File: src/design/rwcmp_pkg.sv
// ----------------------------------------------------------------------------
// rwcmp_pkg
// shared types and constants of the rook walk counter
// ----------------------------------------------------------------------------
package rwcmp_pkg;

   localparam int MAX_STEP_BITS = 60;
   localparam int STEP_W        = 60;
   localparam int COORD_W       = 30;
   localparam int RES_W         = 30;
   localparam int BIT_IDX_W     = $clog2(MAX_STEP_BITS + 1);
   localparam logic [29:0] PRIME_MOD = 30'd998244353;
   // floor(2^60 / p) for barrett reduction of a 60-bit product
   localparam logic [30:0] BARRETT_MU = 31'((64'd1 << 60) / {34'b0, PRIME_MOD});

   localparam logic [0:0] REG_GRID_ROWS = 1'd0;
   localparam logic [0:0] REG_GRID_COLS = 1'd1;

   typedef enum logic [2:0] {
      ST_IDLE,
      ST_BUILD,
      ST_MUL,
      ST_STORE,
      ST_NEXT,
      ST_DONE
   } state_type;

   // one multiply-accumulate request to the modular unit
   typedef struct packed {
      logic        start;
      logic        clear;
      logic [29:0] a;
      logic [29:0] b;
   } mac_req_type;

endpackage

File: src/design/rwcmp_mac.sv
// ----------------------------------------------------------------------------
// rwcmp_mac
// modular mac: acc = (acc + a*b) mod p, or a*b mod p on clear; done after start
// ----------------------------------------------------------------------------
module rwcmp_mac
   import rwcmp_pkg::*;
(
   input  logic        clock,
   input  logic        reset,
   input  mac_req_type req,
   output logic        done,
   output logic [29:0] acc
);
   logic [59:0] prod_ff, prod_in;
   logic [30:0] quot_ff, quot_in;
   logic [31:0] rem_ff, rem_in;
   logic [29:0] red_ff, red_in;
   logic [29:0] acc_ff, acc_in;
   logic [4:0]  vld_ff, vld_in;
   logic        clr_ff, clr_in;
   logic [61:0] qprod;
   logic [31:0] rem_one;
   logic [30:0] sum;

   // barrett reduction of the product through quot_ff, rem_ff and red_ff
   always_comb begin
      qprod   = {31'b0, prod_ff[59:29]} * {31'b0, BARRETT_MU};
      rem_one = (rem_ff >= {2'b0, PRIME_MOD}) ? rem_ff - {2'b0, PRIME_MOD} : rem_ff;
      prod_in = prod_ff;
      quot_in = quot_ff;
      rem_in  = rem_ff;
      red_in  = red_ff;
      vld_in  = vld_ff;
      clr_in  = clr_ff;
      acc_in  = acc_ff;
      sum     = {1'b0, acc_ff} + {1'b0, red_ff};
      if (req.start) begin
         prod_in = {30'b0, req.a} * {30'b0, req.b};
         vld_in  = 5'b00001;
         clr_in  = req.clear;
      end else if (vld_ff[0]) begin
         quot_in = qprod[61:31];
         vld_in  = 5'b00010;
      end else if (vld_ff[1]) begin
         rem_in  = prod_ff[31:0] - ({1'b0, quot_ff} * {2'b0, PRIME_MOD});
         vld_in  = 5'b00100;
      end else if (vld_ff[2]) begin
         red_in  = (rem_one >= {2'b0, PRIME_MOD}) ? 30'(rem_one - {2'b0, PRIME_MOD}) :
                                                    rem_one[29:0];
         vld_in  = 5'b01000;
      end else if (vld_ff[3]) begin
         if (clr_ff) sum = {1'b0, red_ff};
         acc_in = (sum >= {1'b0, PRIME_MOD}) ? 30'(sum - {1'b0, PRIME_MOD}) : sum[29:0];
         vld_in = 5'b10000;
      end else begin
         vld_in = 5'b00000;
      end
   end

   always_ff @(posedge clock) begin
      prod_ff <= prod_in;
      quot_ff <= quot_in;
      rem_ff  <= rem_in;
      red_ff  <= red_in;
      acc_ff  <= acc_in;
      clr_ff  <= clr_in;
      if (reset) vld_ff <= '0;
      else       vld_ff <= vld_in;
   end

   assign done = vld_ff[4];
   assign acc  = acc_ff;

   a_onehot: assert property (@(posedge clock) disable iff (reset) $onehot0(vld_ff))
      else $error("mac phase not onehot");
   a_range: assert property (@(posedge clock) disable iff (reset) done |-> acc_ff < PRIME_MOD)
      else $error("mac result out of range");
   a_done: assert property (@(posedge clock) disable iff (reset) vld_ff[3] |=> done)
      else $error("mac done missing");
endmodule
File: config.mk
export PLATFORM = sky130hd
export DESIGN_NAME = rwcmp_mac
export DESIGN_NICKNAME = d
export VERILOG_FILES = /design/src/design/rwcmp_pkg.sv /design/src/design/rwcmp_mac.sv
export SDC_FILE = /design/constraint.sdc
export NUM_CORES = 2
export LEC_CHECK = 0
export BUFFER_PORTS_ARGS = -buffer_cell sky130_fd_sc_hd__buf_2
export CORE_UTILIZATION = 30
export DETAILED_ROUTE_END_ITERATION = 6
export GPL_TIMING_DRIVEN = 0
export HOLD_SLACK_MARGIN = 0.12
export PLACE_DENSITY = 0.43
export SLEW_MARGIN = 10
export SYNTH_ARGS = -nofsm -noshare
export SYNTH_HDL_FRONTEND = slang
export SYNTH_SLANG_ARGS = --single-unit
File: constraint.sdc
create_clock -name clock -period 23.6 [get_ports clock]
set_input_delay 2.36 -clock clock [delete_from_list [all_inputs] [get_ports clock]]
set_output_delay 2.36 -clock clock [all_outputs]
set_load 0.02 [all_outputs]
==> results by group <==
Timing
  – Unrepaired setup endpoints after global routing: false
  – Slew of the pin with the lowest slew margin: approximately 1300 ps
  – Sum of negative setup slack: 0 ps
  – Slew headroom: 11.5%
  – Min Clock Period, post-route: 11,260 ps
  – Final Cycle Share: 47.7%
  – Final setup fails: 0
  – Final Slew Violations: 0
  – Fmax: 0.0888 GHz
  – Final Hold Fails: 0
  – Fin Clk Skew: approximately 17 ps

Yosys
  – Sequential area share after synthesis: between 9 and 10%
  – Synth cell types: 95
  – Ranking of synthesized cells by area: fa_1, ha_1, edfxtp_1
  – Syn Nets: ~7,800
  – Post-synth EDFFs: roughly 180
  – Synth Area per Inst: between 9 and 10 µm²
  – Synthesized flop and latch total: roughly 190
  – Synth top area share: 37.7%
  – YS warnings: 0
  – Cells after synthesis: between 5,000 and 6,000
  – Main synth FF type: edfxtp_1
  – Yosys top cell by area: fa_1
  – Ys async rst share: 0%
  – Mapped Area: around 56,000 µm²

Placement
  – Port Buffer Count: 34
  – DP HPWL: 160,000 µm
  – Placed cells: around 8,400
  – Placer Congestion: 0.898

Hold path
  – Worst hold path endpoint: vld_ff[1]
  – Min-delay src: vld_ff[0]
  – WHS Path Cells: 2
  – Worst Hold Class: flop to flop

GRT
  – Vias in the first global route: 43,192
  – Largest net degree at the start of global routing: 62
  – Congestion Overflow GR: 0
  – First-pass GRT wire length: about 280,000 µm
  – Total track usage: 20.1%
  – Initial antenna violation count: 11

Setup path
  – CP Class: primary input to flop
  – Critical Path RT: 23,840 ps
  – R2r endpoint: quot_ff[23]
  – Reg2reg path depth: 26
  – Worst-path fanout max: 10
  – Startpoint Class: primary input
  – CP arrival: between 10,000 and 15,000 ps
  – CP endpoint kind: flop
  – Worst r2r src: prod_ff[41]
  – R2R Setup Slk: roughly 15,000 ps

Clock network
  – CTS clock-pin slew for the worst setup and hold paths: 80 ps
  – Post-CTS Resized: 0
  – Hold_buf cts: 0
  – CTS Buf Count: 17
  – CTS tree: built
  – Post-CTS Setup Bufs: 0
  – H-tree levels: 4
  – Max clock buf depth: 2
  – Clk sinks: approximately 190
  – Root Buffer: clkbuf_16
  – Clock latency on the worst-skew pair: approximately 500 ps

Run status
  – Status: complete, no violations

Route
  – Final antenna-violating net count: 0
  – Final WL: around 190,000 µm
  – Detailed-route via count: around 40,000
  – DRC: 0
  – Iteration-0 DRC Markers: about 2,100
  – Routed wire length per instance: between 20 and 25 µm
  – Routed vias/inst: about 4.7
  – DRT Pass-1 Iters: 7

Floorplanning
  – Die Height: approximately 440 µm
  – Initial Util: 30.3%
  – Die X: 435 µm
  – FP Rows: roughly 160
  – Core ar.: about 190,000 µm²
  – # IOs: 95
  – Die Area: roughly 190,000 µm²

Cells and area
  – Fraction of layout cells with a size suffix above 1: about 2.2%
  – Layout Nets: 7,882
  – Area Growth Syn to Fin: 7.10%
  – Final non-filler cell total: between 8,000 and 9,000

Job
  – Max-cap violations: 0
sequential cells by signal, indices dropped and copies added, names as in the netlist:
name / count
quot_ff: 31
vld_ff: 5
acc: 30
prod_ff: 60
red_ff: 30
rem_ff: 32
clr_ff: 1
worst max-delay path by stage:
stage / endpoint / cells after the start / slack [ps] / startpoint
2_1_floorplan: prod_ff[55] / 28 / 14130 / req[3]
6_report: prod_ff[58] / 25 / 12340 / req[50]
5_1_grt: prod_ff[58] / 25 / 12160 / req[50]
4_1_cts: prod_ff[58] / 26 / 12420 / req[6]
3_5_place_dp: prod_ff[58] / 26 / 11920 / req[6]
3_3_place_gp: prod_ff[58] / 26 / 11800 / req[6]
through the flow:
step / hold slack (ps) / util [%] / cell area [µm²] / setup slack [ps]
final: 625 / 32.4 / 60300 / 12340
after global routing: 654 / 32.4 / 60300 / 12160
after CTS: 630 / 32.4 / 60300 / 12420
after detailed placement: 617 / 32.1 / 59700 / 11920
after global placement: 619 / 32.0 / 59600 / 11800
after floorplan: 546 / - / 56300 / 14130
layout by cell type, fill, tap and decap left out, types with 16 or more instances in the layout:
cell type / count
inv_1: 1339
a211oi_1: 23
nand4_1: 38
o21a_1: 28
a21oi_1: 166
buf_2: 41
nor3_1: 56
o21bai_1: 24
fa_1: 1062
and2_1: 535
nor2_1: 117
clkbuf_16: 17
o21ai_0: 97
nand2b_1: 25
a31oi_1: 24
nand3_1: 46
o31ai_1: 16
or2_2: 16
edfxtp_1: 184
nand2_1: 512
xnor2_1: 147
ha_1: 793
a21o_1: 83
clkbuf_1: 222
o211ai_1: 24
xor2_1: 79
and3_1: 20
synth_stat cells (all sizes together), types with 14 or more instances:
| library cell | number |
|---|---|
| edfxtp | 184 |
| o21bai | 24 |
| xnor2 | 147 |
| nor2 | 117 |
| o21a | 28 |
| nand2 | 512 |
| clkbuf | 221 |
| nor2b | 15 |
| o211ai | 24 |
| nand2b | 25 |
| buf | 14 |
| a21oi | 166 |
| nor3 | 59 |
| a31oi | 24 |
| xor2 | 79 |
| nand3 | 46 |
| nand4 | 39 |
| o31ai | 17 |
| inv | 1339 |
| nor4 | 15 |
| or2 | 19 |
| o21ai | 100 |
| a21o | 83 |
| and2 | 537 |
| a211oi | 23 |
| and3 | 20 |
| ha | 793 |
| fa | 1062 |
kinds of logic after synthesis:
kind of cell | synth area share (%)
XOR/XNOR | 3.51
AO/OA/AOI/OAI | 6.76
flip-flops | 9.99
AND/OR/NAND/NOR | 13.5
buffers and inverters | 10.5
adder cells (fa/ha/maj) | 55.4
multiplexers | 0.331
worst max-delay path: stages:
cell and delay (ps):
clkbuf_1 850, nand2_1 230, fa_1 560, fa_1 560, fa_1 550, fa_1 510, inv_1 50, fa_1 610
fa_1 450, fa_1 490, inv_1 60, fa_1 470, inv_1 40, ha_1 260, clkbuf_1 270, and3_1 240
nand3_1 140, nor4_1 860, o211ai_1 330, a211oi_1 420, o31ai_1 270, a311oi_1 380, o21bai_1 160, a31oi_1 250
xor2_1 100
area by class of cell:
class,instances,area (µm²)
diodes,7,17.5
plain buffers,235,906
clock buffers,19,443
clock inverters,13,150
fillers,19436,126000
inverters,1339,5030
multi-input cells,4140,44800
flip-flops and latches,189,5630
well taps,2480,3100
repair buffers,41,272
per-layer routing:
metal | GRT usage (%) | up-vias | wire (µm)
li1 | - | 18498 | -
met1 | 27.0 | 20669 | 84900
met2 | 34.8 | 814 | 91900
met3 | 1.76 | 173 | 6910
met4 | 5.03 | 4 | 4840
met5 | 0 | - | 21
Power is left out: the tool's default activity adds up to more than one toggle a clock period on the data nets, which glitch-free logic cannot reach.
